### config.mk
export PLATFORM = sky130hd
export DESIGN_NAME = battery_gauge_charge_state
export DESIGN_NICKNAME = d
export VERILOG_FILES = /design/src/sv/bgcs_pkg.sv /design/src/sv/battery_gauge_charge_state.sv /design/src/sv/bgcs_front.sv /design/src/sv/bgcs_queue.sv /design/src/sv/bgcs_back.sv
export SDC_FILE = /design/constraint.sdc
export NUM_CORES = 1
export LEC_CHECK = 0
export BUFFER_PORTS_ARGS = -buffer_cell sky130_fd_sc_hd__buf_2
export CAP_MARGIN = 5
export CORE_AREA = 3 3 153 214
export CTS_BUF_LIST = sky130_fd_sc_hd__clkbuf_4 sky130_fd_sc_hd__clkbuf_8
export CTS_CLUSTER_DIAMETER = 30
export DETAILED_ROUTE_END_ITERATION = 8
export DIE_AREA = 0 0 156 217
export SETUP_SLACK_MARGIN = 0.5
export SLEW_MARGIN = 20
export SYNTH_ARGS = -nofsm -noshare
export SYNTH_HDL_FRONTEND = slang
export SYNTH_SLANG_ARGS = --single-unit
### constraint.sdc
create_clock -name clk_i -period 2.9 [get_ports clk_i]
set_input_delay 0.435 -clock clk_i [delete_from_list [all_inputs] [get_ports clk_i]]
set_output_delay 0.435 -clock clk_i [all_outputs]
set_load 0.02 [all_outputs]
### src/sv/bgcs_pkg.sv
`default_nettype none
package bgcs_pkg;

  localparam int unsigned AdcW   = 12;
  localparam int unsigned MvW    = 13;
  localparam int unsigned LvlW   = 3;
  localparam int unsigned DutyW  = 7;
  localparam int unsigned CntW   = 2;
  localparam int unsigned CfgIdxW = 3;
  localparam int unsigned QDepth = 2;

  localparam logic [MvW-1:0] FullScaleMv = 13'd5000;

  localparam logic [LvlW-1:0] LvlLow  = 3'd0;
  localparam logic [LvlW-1:0] Lvl10   = 3'd1;
  localparam logic [LvlW-1:0] Lvl25   = 3'd2;
  localparam logic [LvlW-1:0] Lvl50   = 3'd3;
  localparam logic [LvlW-1:0] Lvl75   = 3'd4;
  localparam logic [LvlW-1:0] LvlFull = 3'd5;
  localparam logic [LvlW-1:0] LvlOver = 3'd6;

  localparam logic ActInit = 1'b0;
  localparam logic ActTick = 1'b1;

  localparam logic [1:0] WsOff       = 2'd0;
  localparam logic [1:0] WsCharge    = 2'd1;
  localparam logic [1:0] WsChargeDis = 2'd2;
  localparam logic [1:0] WsDischarge = 2'd3;

  localparam logic [CfgIdxW-1:0] CfgOver = 3'd0;
  localparam logic [CfgIdxW-1:0] CfgFull = 3'd1;
  localparam logic [CfgIdxW-1:0] Cfg75   = 3'd2;
  localparam logic [CfgIdxW-1:0] Cfg50   = 3'd3;
  localparam logic [CfgIdxW-1:0] Cfg25   = 3'd4;
  localparam logic [CfgIdxW-1:0] Cfg10   = 3'd5;

  typedef struct packed {
    logic            action;
    logic            dc_in;
    logic [1:0]      work_state;
    logic [LvlW-1:0] cls;
  } bgcs_item_t;

  typedef struct packed {
    logic [LvlW-1:0]  level;
    logic             level_changed;
    logic [DutyW-1:0] pwm_duty;
    logic             low_flag;
    logic             full_flag;
    logic             over_flag;
    logic             info_high;
    logic [CntW-1:0]  low_entries;
    logic             warn_restart;
  } bgcs_result_t;

endpackage
`default_nettype wire

### src/sv/battery_gauge_charge_state.sv
// Each input transfer is written to a queue slot; its result is then held in the output register.
// Throughput: one item per cycle while the queue has room; a two-entry queue separates
// classify and update. The output register holds a result while the consumer stalls;
// input keeps flowing until the queue fills.
// Reset (rst_ni low, async): thresholds to defaults, all gauge state and flags to zero.
`default_nettype none
module battery_gauge_charge_state (
  input  wire logic                         clk_i,
  input  wire logic                         rst_ni,
  input  wire logic                         cfg_we_i,
  input  wire logic [bgcs_pkg::CfgIdxW-1:0] cfg_index_i,
  input  wire logic [bgcs_pkg::MvW-1:0]     cfg_wdata_i,
  input  wire logic                         in_valid_i,
  output logic                              in_ready_o,
  input  wire logic                         action_i,
  input  wire logic                         dc_in_i,
  input  wire logic [1:0]                   work_state_i,
  input  wire logic [bgcs_pkg::AdcW-1:0]    adc_code_i,
  output logic                              out_valid_o,
  input  wire logic                         out_ready_i,
  output logic [bgcs_pkg::LvlW-1:0]         level_o,
  output logic                              level_changed_o,
  output logic [bgcs_pkg::DutyW-1:0]        pwm_duty_o,
  output logic                              low_flag_o,
  output logic                              full_flag_o,
  output logic                              over_flag_o,
  output logic                              info_high_o,
  output logic [bgcs_pkg::CntW-1:0]         low_entries_o,
  output logic                              warn_restart_o
);

  bgcs_pkg::bgcs_item_t   front_item, q_item;
  bgcs_pkg::bgcs_result_t result;
  logic q_full, q_empty, q_pop;

  bgcs_front u_front (
    .clk_i        (clk_i),
    .rst_ni       (rst_ni),
    .cfg_we_i     (cfg_we_i),
    .cfg_index_i  (cfg_index_i),
    .cfg_wdata_i  (cfg_wdata_i),
    .action_i     (action_i),
    .dc_in_i      (dc_in_i),
    .work_state_i (work_state_i),
    .adc_code_i   (adc_code_i),
    .item_o       (front_item)
  );

  assign in_ready_o = !q_full;

  bgcs_queue u_queue (
    .clk_i       (clk_i),
    .rst_ni      (rst_ni),
    .push_i      (in_valid_i && in_ready_o),
    .push_data_i (front_item),
    .full_o      (q_full),
    .pop_i       (q_pop),
    .pop_data_o  (q_item),
    .empty_o     (q_empty)
  );

  bgcs_back u_back (
    .clk_i        (clk_i),
    .rst_ni       (rst_ni),
    .item_valid_i (!q_empty),
    .item_i       (q_item),
    .item_pop_o   (q_pop),
    .out_valid_o  (out_valid_o),
    .out_ready_i  (out_ready_i),
    .result_o     (result)
  );

  assign level_o         = result.level;
  assign level_changed_o = result.level_changed;
  assign pwm_duty_o      = result.pwm_duty;
  assign low_flag_o      = result.low_flag;
  assign full_flag_o     = result.full_flag;
  assign over_flag_o     = result.over_flag;
  assign info_high_o     = result.info_high;
  assign low_entries_o   = result.low_entries;
  assign warn_restart_o  = result.warn_restart;

endmodule
`default_nettype wire

### src/sv/bgcs_front.sv
`default_nettype none
module bgcs_front (
  input  wire logic                            clk_i,
  input  wire logic                            rst_ni,
  input  wire logic                            cfg_we_i,
  input  wire logic [bgcs_pkg::CfgIdxW-1:0]    cfg_index_i,
  input  wire logic [bgcs_pkg::MvW-1:0]        cfg_wdata_i,
  input  wire logic                            action_i,
  input  wire logic                            dc_in_i,
  input  wire logic [1:0]                      work_state_i,
  input  wire logic [bgcs_pkg::AdcW-1:0]       adc_code_i,
  output bgcs_pkg::bgcs_item_t                 item_o
);

  logic [bgcs_pkg::MvW-1:0] over_q, full_q, l75_q, l50_q, l25_q, l10_q;

  always_ff @(posedge clk_i or negedge rst_ni) begin
    if (!rst_ni) begin
      over_q <= 13'd4250;
      full_q <= 13'd4100;
      l75_q  <= 13'd3900;
      l50_q  <= 13'd3750;
      l25_q  <= 13'd3600;
      l10_q  <= 13'd3400;
    end else if (cfg_we_i) begin
      unique case (cfg_index_i)
        bgcs_pkg::CfgOver: over_q <= cfg_wdata_i;
        bgcs_pkg::CfgFull: full_q <= cfg_wdata_i;
        bgcs_pkg::Cfg75:   l75_q  <= cfg_wdata_i;
        bgcs_pkg::Cfg50:   l50_q  <= cfg_wdata_i;
        bgcs_pkg::Cfg25:   l25_q  <= cfg_wdata_i;
        bgcs_pkg::Cfg10:   l10_q  <= cfg_wdata_i;
        default: ;
      endcase
    end
  end

  logic [bgcs_pkg::AdcW+bgcs_pkg::MvW-1:0] prod;
  logic [bgcs_pkg::MvW-1:0]                mv;
  logic [bgcs_pkg::LvlW-1:0]               cls;

  assign prod = {{bgcs_pkg::MvW{1'b0}}, adc_code_i} *
                {{bgcs_pkg::AdcW{1'b0}}, bgcs_pkg::FullScaleMv};
  assign mv   = prod[bgcs_pkg::AdcW +: bgcs_pkg::MvW];

  always_comb begin
    if (mv >= over_q)     cls = bgcs_pkg::LvlOver;
    else if (mv > full_q) cls = bgcs_pkg::LvlFull;
    else if (mv > l75_q)  cls = bgcs_pkg::Lvl75;
    else if (mv > l50_q)  cls = bgcs_pkg::Lvl50;
    else if (mv > l25_q)  cls = bgcs_pkg::Lvl25;
    else if (mv > l10_q)  cls = bgcs_pkg::Lvl10;
    else                  cls = bgcs_pkg::LvlLow;
  end

  assign item_o.action     = action_i;
  assign item_o.dc_in      = dc_in_i;
  assign item_o.work_state = work_state_i;
  assign item_o.cls        = cls;

endmodule
`default_nettype wire

### src/sv/bgcs_queue.sv
`default_nettype none
module bgcs_queue (
  input  wire logic           clk_i,
  input  wire logic           rst_ni,
  input  wire logic           push_i,
  input  wire bgcs_pkg::bgcs_item_t push_data_i,
  output logic                full_o,
  input  wire logic           pop_i,
  output bgcs_pkg::bgcs_item_t pop_data_o,
  output logic                empty_o
);

  bgcs_pkg::bgcs_item_t mem_q [bgcs_pkg::QDepth];
  logic       wr_ptr_q, wr_ptr_d, rd_ptr_q, rd_ptr_d;
  logic [1:0] count_q, count_d;

  assign full_o     = (count_q == 2'(bgcs_pkg::QDepth));
  assign empty_o    = (count_q == 2'd0);
  assign pop_data_o = mem_q[rd_ptr_q];

  always_comb begin
    wr_ptr_d = push_i ? ~wr_ptr_q : wr_ptr_q;
    rd_ptr_d = pop_i  ? ~rd_ptr_q : rd_ptr_q;
    count_d  = count_q + {1'b0, push_i} - {1'b0, pop_i};
  end

  always_ff @(posedge clk_i) begin
    if (push_i) begin
      mem_q[wr_ptr_q] <= push_data_i;
    end
  end

  always_ff @(posedge clk_i or negedge rst_ni) begin
    if (!rst_ni) begin
      wr_ptr_q <= 1'b0;
      rd_ptr_q <= 1'b0;
      count_q  <= 2'd0;
    end else begin
      wr_ptr_q <= wr_ptr_d;
      rd_ptr_q <= rd_ptr_d;
      count_q  <= count_d;
    end
  end

  a_count_bound: assert property (@(posedge clk_i) disable iff (!rst_ni)
    count_q <= 2'(bgcs_pkg::QDepth)) else $error("queue overfilled");
  a_no_push_full: assert property (@(posedge clk_i) disable iff (!rst_ni)
    !(push_i && full_o)) else $error("push into full queue");
  a_no_pop_empty: assert property (@(posedge clk_i) disable iff (!rst_ni)
    !(pop_i && empty_o)) else $error("pop from empty queue");
  a_ptr_track: assert property (@(posedge clk_i) disable iff (!rst_ni)
    (count_q == 2'd0 || count_q == 2'd2) |-> (wr_ptr_q == rd_ptr_q))
    else $error("queue pointers out of step");

endmodule
`default_nettype wire

### src/sv/bgcs_back.sv
`default_nettype none
module bgcs_back (
  input  wire logic            clk_i,
  input  wire logic            rst_ni,
  input  wire logic            item_valid_i,
  input  wire bgcs_pkg::bgcs_item_t item_i,
  output logic                 item_pop_o,
  output logic                 out_valid_o,
  input  wire logic            out_ready_i,
  output bgcs_pkg::bgcs_result_t result_o
);

  logic [bgcs_pkg::LvlW-1:0]  shown_q, shown_d;
  logic                       low_q, low_d, full_q, full_d, over_q, over_d;
  logic                       info_q, info_d;
  logic [bgcs_pkg::CntW-1:0]  cnt_q, cnt_d;
  logic [bgcs_pkg::DutyW-1:0] duty_q, duty_d;
  logic                       changed, restart;
  logic [bgcs_pkg::LvlW-1:0]  tgt, step;
  logic                       out_valid_q;
  bgcs_pkg::bgcs_result_t     out_q, res;

  function automatic logic [bgcs_pkg::DutyW-1:0] pick_duty(
    input logic [1:0] ws, input logic [bgcs_pkg::LvlW-1:0] lvl);
    logic [bgcs_pkg::DutyW-1:0] d;
    d = 7'd0;
    if (ws == bgcs_pkg::WsCharge) begin
      case (lvl)
        bgcs_pkg::Lvl10: d = 7'd40;
        bgcs_pkg::Lvl25: d = 7'd70;
        bgcs_pkg::Lvl50: d = 7'd85;
        bgcs_pkg::Lvl75, bgcs_pkg::LvlFull: d = 7'd100;
        default: d = 7'd0;
      endcase
    end else if (ws == bgcs_pkg::WsChargeDis) begin
      d = 7'd100;
    end
    return d;
  endfunction

  function automatic logic [bgcs_pkg::CntW-1:0] sat_inc(input logic [bgcs_pkg::CntW-1:0] c);
    return (c < 2'd2) ? c + 2'd1 : c;
  endfunction

  assign item_pop_o  = item_valid_i && (!out_valid_q || out_ready_i);
  assign out_valid_o = out_valid_q;
  assign result_o    = out_q;

  always_comb begin
    shown_d = shown_q;
    low_d   = low_q;
    full_d  = full_q;
    over_d  = over_q;
    info_d  = info_q;
    cnt_d   = cnt_q;
    duty_d  = duty_q;
    changed = 1'b0;
    restart = 1'b0;
    tgt     = item_i.cls;
    step    = shown_q;
    if (item_i.action == bgcs_pkg::ActInit) begin
      shown_d = (item_i.cls >= bgcs_pkg::LvlFull) ? bgcs_pkg::Lvl75 : item_i.cls;
      if (shown_d == bgcs_pkg::LvlLow) begin
        low_d  = 1'b1;
        info_d = 1'b1;
        cnt_d  = sat_inc(cnt_q);
      end else begin
        low_d  = 1'b0;
        info_d = 1'b0;
      end
      restart = 1'b1;
    end else if (item_i.work_state != bgcs_pkg::WsOff) begin
      if (item_i.dc_in) begin
        if (over_q) begin
          if (item_i.cls < bgcs_pkg::LvlFull) begin
            over_d  = 1'b0;
            shown_d = bgcs_pkg::LvlFull;
            duty_d  = 7'd100;
          end
        end else begin
          if (full_q) begin
            if (tgt < bgcs_pkg::LvlFull) tgt = bgcs_pkg::LvlFull;
          end else if (tgt < bgcs_pkg::Lvl10) begin
            tgt = bgcs_pkg::Lvl10;
          end
          if (tgt > shown_q) begin
            step    = shown_q + 3'd1;
            shown_d = step;
            changed = 1'b1;
            if (step == bgcs_pkg::LvlOver) begin
              full_d = 1'b1;
              over_d = 1'b1;
            end else if (step == bgcs_pkg::LvlFull) begin
              full_d = 1'b1;
            end
            duty_d = pick_duty(item_i.work_state, step);
          end
        end
      end else begin
        if (tgt > bgcs_pkg::Lvl75) tgt = bgcs_pkg::Lvl75;
        if (tgt < shown_q) begin
          step    = shown_q - 3'd1;
          shown_d = step;
          changed = 1'b1;
          if (step == bgcs_pkg::LvlLow && !low_q) begin
            low_d   = 1'b1;
            cnt_d   = sat_inc(cnt_q);
            restart = 1'b1;
          end
        end
      end
    end
  end

  always_comb begin
    res.level         = shown_d;
    res.level_changed = changed;
    res.pwm_duty      = duty_d;
    res.low_flag      = low_d;
    res.full_flag     = full_d;
    res.over_flag     = over_d;
    res.info_high     = info_d;
    res.low_entries   = cnt_d;
    res.warn_restart  = restart;
  end

  always_ff @(posedge clk_i or negedge rst_ni) begin
    if (!rst_ni) begin
      shown_q     <= bgcs_pkg::LvlLow;
      low_q       <= 1'b0;
      full_q      <= 1'b0;
      over_q      <= 1'b0;
      info_q      <= 1'b0;
      cnt_q       <= 2'd0;
      duty_q      <= 7'd0;
      out_valid_q <= 1'b0;
    end else begin
      if (item_pop_o) begin
        shown_q <= shown_d;
        low_q   <= low_d;
        full_q  <= full_d;
        over_q  <= over_d;
        info_q  <= info_d;
        cnt_q   <= cnt_d;
        duty_q  <= duty_d;
      end
      if (item_pop_o) begin
        out_valid_q <= 1'b1;
      end else if (out_ready_i) begin
        out_valid_q <= 1'b0;
      end
    end
  end

  always_ff @(posedge clk_i) begin
    if (item_pop_o) begin
      out_q <= res;
    end
  end

  a_hold_stall: assert property (@(posedge clk_i) disable iff (!rst_ni)
    (out_valid_q && !out_ready_i) |=> ($stable(shown_q) && $stable(cnt_q)))
    else $error("state moved during output stall");
  a_out_matches: assert property (@(posedge clk_i) disable iff (!rst_ni)
    out_valid_q |-> (out_q.level == shown_q && out_q.low_entries == cnt_q))
    else $error("output register out of step with state");
  a_cnt_sat: assert property (@(posedge clk_i) disable iff (!rst_ni)
    cnt_q <= 2'd2) else $error("low entry count past saturation");
  a_over_full: assert property (@(posedge clk_i) disable iff (!rst_ni)
    over_q |-> full_q) else $error("lockout without full mark");

endmodule
`default_nettype wire
Word-level counts from Yosys, hierarchy flattened
Memories as Yosys holds them, arrays and structs flattened. Cells that the tools add are included.

Bitwise operators: 2. Order comparisons: 13. Reductions and logical operators: 22. Multiply operators: 1. Eq/ne operators: 14. Add/sub/neg operators: 5. Muxes and demuxes: 74.

Operators with widths (number): $mux W3 (24); $gt A13 B13 Y1 (5); $mux W7 (8); $mux W1 (34); $pmux W7 S4 (1); $mul A12 B10 Y22 const B (1); $eq A3 B3 Y1 const B (5); $mux W2 (7); $reduce_and A2 Y1 (7); $ge A13 B13 Y1 (1); $eq A3 B2 Y1 const B (4); $logic_not A3 Y1 (3); $eq A3 B1 Y1 const B (2); $eq A2 B2 Y1 const B (2); $logic_not A1 Y1 (4); $reduce_bool A2 Y1 (2); $add A3 B1 Y3 const B (1); $ge A3 B3 Y1 const B (1); $gt A3 B3 Y1 (1); $gt A3 B3 Y1 const B (1); $logic_and A1 B1 Y1 (3); $lt A3 B1 Y1 const B (1); $lt A3 B3 Y1 (1); $lt A3 B3 Y1 const B (1); other kinds (10) (11).

RAM bits: 14. Memories kept: 1. Input bits: 37. Output and inout bits: 20. Bits in registers: 117.

Memories: u_queue.mem_q (depth 2, bits a word 7, read ports 1, clocked after Yosys merged registers in 0, write ports 1, RTL line bgcs_queue.sv:13) `bgcs_pkg::bgcs_item_t mem_q [bgcs_pkg::QDepth];`.

Longest topological paths before layout
An unclocked memory read counts as a cell.

Depth after elaboration: 14. Mapped depth: 25. Gate-level depth less buffers: 25.

By module
A second synthesis with hierarchy kept.

Cell total of the unflattened synthesis: 950. Area, all modules: 9461.6 um^2.

Modules (own cells, without submodules): bgcs_front (cells an instance 702, area an instance 6620.1 um^2, sequential area each 1990.7 um^2, times used 1); bgcs_back (cells an instance 208, area an instance 2094.5 um^2, sequential area each 965.9 um^2, times used 1); bgcs_queue (cells an instance 37, area an instance 733.2 um^2, sequential area each 520.5 um^2, times used 1); battery_gauge_charge_state (cells an instance 3, area an instance 13.8 um^2, sequential area each 0.0 um^2, times used 1).

Worst setup path before layout
Ideal clock, no wire load.

Path type: in2reg. From: input port adc_code_i[4] (netlist bit). To: memory u_queue.mem_q[0][0] (netlist bit), data pin. Stages: 21. Required time: 2.636 ns. Setup time: 0.264 ns. Arrival time: 5.590 ns. Setup slack: -2.955 ns. Path buffers: 0. Cells stage by stage: inv_1 -> fa_1 -> inv_1 -> ha_1 -> inv_1 -> fa_1 -> inv_1 -> ha_1 -> fa_1 -> ha_1 -> a21oi_1 -> nor2b_1 -> a31oi_1 -> o21ai_0 -> or4b_1 -> nand4_1 -> ha_1 -> a211o_1 -> o31ai_1 -> inv_1 -> o311a_1.

RTL lines: from (decl) (RTL line battery_gauge_charge_state.sv:18) `input wire logic [bgcs_pkg::AdcW-1:0] adc_code_i,`; to (decl) (RTL line bgcs_queue.sv:13).

==> summary.txt <==
status - finished, violations left
violated checks - setup timing
gr ovfl total - 0
Tot GR Track Use - 0.136
Core Region - 30,900 sq um
drt initial violations - 274
io pins - 57
vias in the first global route - 7,603
clock latency on the worst-skew pair - 0.46 ns
post-detailed-route DRC marker count - 0
Critical Path AT - 5.66 ns
Critical Path End Type - flip-flop
CTS tree - done
Synth Register Bits - 131
clock skew - 0.0170 ns
Port Buffers - 56
pin count of the biggest net entering global routing - 62
r2r setup slk - 0.08 ns
fin. max-slew vios - 0
Initial Utilization - 0.300
WS Path Type - in2reg
ys async rst share - 0.756
period utilization - 1.85
total of max-cap violations - 0
final setup fails - 6
Rows - 76
reg2reg start - u_queue.rd_ptr_q
layout cells sized above 1 - 0.371
Data required, critical path - 3.21 ns
measured slew at the worst slew-check pin - 0.859 ns
Gate Count Post-Synth - 924
Yosys warning total - 0
leak pwr - 5.72 nW
FF-to-FF path depth - 12
Reg clk slew, reported paths - 0.07 ns
Hold EP - u_queue.mem_q[0][5]
Syn Nets - 1,131
Fmax - 187 MHz
post-route setup slack - -2.45 ns
Num CTS Buffers - 17
Min Clock Period, post-route - 5.35 ns
clk root buf - clkbuf_8
area growth from synthesis to layout - 33.3%
Fin. Hold Viols - 0
DIE AREA - 33,900 sq um
first-pass GRT wire length - 36,600 um
CP max FO - 4
Hold Crit Depth - 1
highest-count cells in the layout ignoring fill and taps - inv_1 (129), ha_1 (124), buf_4 (117)
dpl ws - -3.39 ns
number of enable flip-flop cells after synthesis - 32
Total Nets Final - 1,323
DP HPWL - 17,300 um
Netlist Area Pre-Place - 9270 sq um
RePlAce Congestion - 0.864
slew margin rel. - 0.424
leading cell type in the layout, fill and taps excluded - inv_1
die width - 156 um
via count - 7,260
Routed WL - 22,700 um
hold wc startpoint - dc_in_i
initial antenna violation count - 1
Power Density - 1290 nW/um^2
DR vias/cell - 4.78
R2R Path End - u_back.result_o[17]
ant diodes - 0
VDD IR max - 0.488 mV
Die H - 217 um
cell area after placement - 11,100 sq um
drt pass-1 iters - 4
Hold Path Class - in2reg
startpoint class of the critical path - primary input
top_reg_cell synth - dfrtp_1
Netlist cell types - 67
clk sinks - 131
register area share after synthesis - 0.375
clock buffer depth - 2
htree depth - 4
Avg Inst Size Synth - 10.0 sq um
DRT antenna net count - 0
Avg WL per Cell - 15.0 um
Final Cell Area - 12,400 sq um
RSZ-0062 raised after global routing - yes
-- metal layers --
metal | track usage | up-vias | share of wire
li1 | - | 3602 | -
met1 | 0.141 | 3507 | 0.39
met2 | 0.264 | 109 | 0.56
met3 | 0.0215 | 40 | 0.022
met4 | 0.0560 | 2 | 0.026
met5 | 0 | - | 0.00057
-- what timing repair did --
action / in CTS / in global routing
setup endpoints to repair: 35 / 38
buffers inserted: 12 / 11
pin swaps: 40 / 42
endpoints found under the hold margin: 29 / 0
resized for setup: 77 / 59
hold buffers: 1 / 0
-- per-stage QoR --
stage / instances / total power, mW / hold WS, ns / utilization / setup TNS (ns)
after global placement: 1463 / 12.6 / 0.460 / 0.359 / -19.42
after global routing: 1519 / 17.5 / 0.151 / 0.400 / -15.61
after detailed placement: 1463 / 12.8 / 0.463 / 0.359 / -19.70
after floorplan: 924 / 8.98 / 0.139 / - / -14.94
after CTS: 1508 / 15.3 / 0.147 / 0.386 / -14.87
final: 1519 / 16.0 / 0.173 / 0.400 / -14.33
-- power by group --
part           total (mW)  internal, mW  switching, mW  leakage [nW]
clock                1.40         0.655          0.747         0.178
combinational        11.7          5.74           5.93          4.09
sequential           2.91          2.60          0.303          1.45
total                16.0          9.00           6.98          5.72
-- cell families (layout without fill, tap and decap cells) --
family          count (synthesis)  after routing  synth area share
flops                         131            131             0.375
buf+inv                       158            363            0.0651
simple gates                  219            219             0.116
mux                            46             46            0.0563
fa+ha+maj                     170            170             0.247
xor+xnor                       15             15            0.0142
compound gates                185            185             0.126
-- area by class of cell --
class / count / area [sq um]
fill: 2952 / 18600
multi-input combinational: 635 / 6110
sequential: 131 / 3480
timing repair buffer: 187 / 1380
inverter: 144 / 548
tap: 390 / 488
clock buffer: 20 / 275
clock inverter: 12 / 80.1
-- worst max-delay path, stage by stage --
cell and delay (ns):
buf_2 0.09, inv_2 0.05, buf_4 0.13, fa_1 0.52
inv_1 0.04, ha_1 0.28, fa_1 0.44, ha_1 0.30
ha_1 0.29, ha_2 0.21, a21oi_4 0.15, o211ai_1 0.17
a311oi_4 0.38, buf_4 0.19, o31ai_4 0.06, a21oi_2 0.18
xnor2_2 0.14, buf_4 0.19, ha_1 0.29, nand4_1 0.17
nor3_4 0.29, o21ai_0 0.15, a221oi_2 0.30, o311a_1 0.20
-- cell usage after synthesis (all sizes together), types with 3 or more instances --
master  count  area share
and3        4      0.0027
a221oi      5      0.0047
a21o        9      0.0073
nor2       36       0.015
nor2b       8      0.0054
a211oi      5      0.0046
o211ai      7      0.0057
o21a        8      0.0065
o21bai      4      0.0032
a31oi       7      0.0047
mux2i       7      0.0089
nand3      23       0.012
nand2      88       0.037
a22oi       3      0.0024
xnor2      12       0.011
buf         3      0.0023
mux2       39       0.047
o21ai      68       0.037
fa         22       0.048
nand2b      8      0.0054
inv       143       0.058
xor2        3      0.0028
dfstp      31       0.088
ha        148        0.20
o31ai       6      0.0063
nor4        3      0.0020
o22ai       3      0.0020
nand3b      5      0.0040
dfrtp      68        0.18
a21oi      38       0.021
a22o        4      0.0038
clkbuf     11      0.0045
edfxtp     32        0.10
a32oi       3      0.0028
o31a        3      0.0028
nand4      11      0.0074
nor3       11      0.0070
or2         7      0.0050
or3b        3      0.0028
nor3b       4      0.0032
-- flip-flops by register name (all words and copies together), names as in the netlist, 2 cells and up --
register and cells:
u_front.l75_q 13, u_back.duty_q 7, u_queue.count_q 2, u_back.result_o 18, u_back.shown_q 3, u_back.cnt_q 2, u_queue.mem_q 14, u_front.l10_q 13
u_front.full_q 13, u_front.l50_q 13, u_front.l25_q 13, u_front.over_q 13
-- worst max-delay path by stage --
stage | end | slack (ns) | startpoint
2_1_floorplan | u_queue.mem_q[0][0] | -2.54 | adc_code_i[5]
3_3_place_gp | u_queue.mem_q[0][0] | -3.32 | adc_code_i[5]
3_5_place_dp | u_queue.mem_q[1][0] | -3.39 | adc_code_i[5]
4_1_cts | u_queue.mem_q[0][0] | -2.53 | adc_code_i[4]
5_1_grt | u_queue.mem_q[1][0] | -2.64 | adc_code_i[4]
6_report | u_queue.mem_q[1][0] | -2.45 | adc_code_i[6]
(Power assumes the default switching activity.)
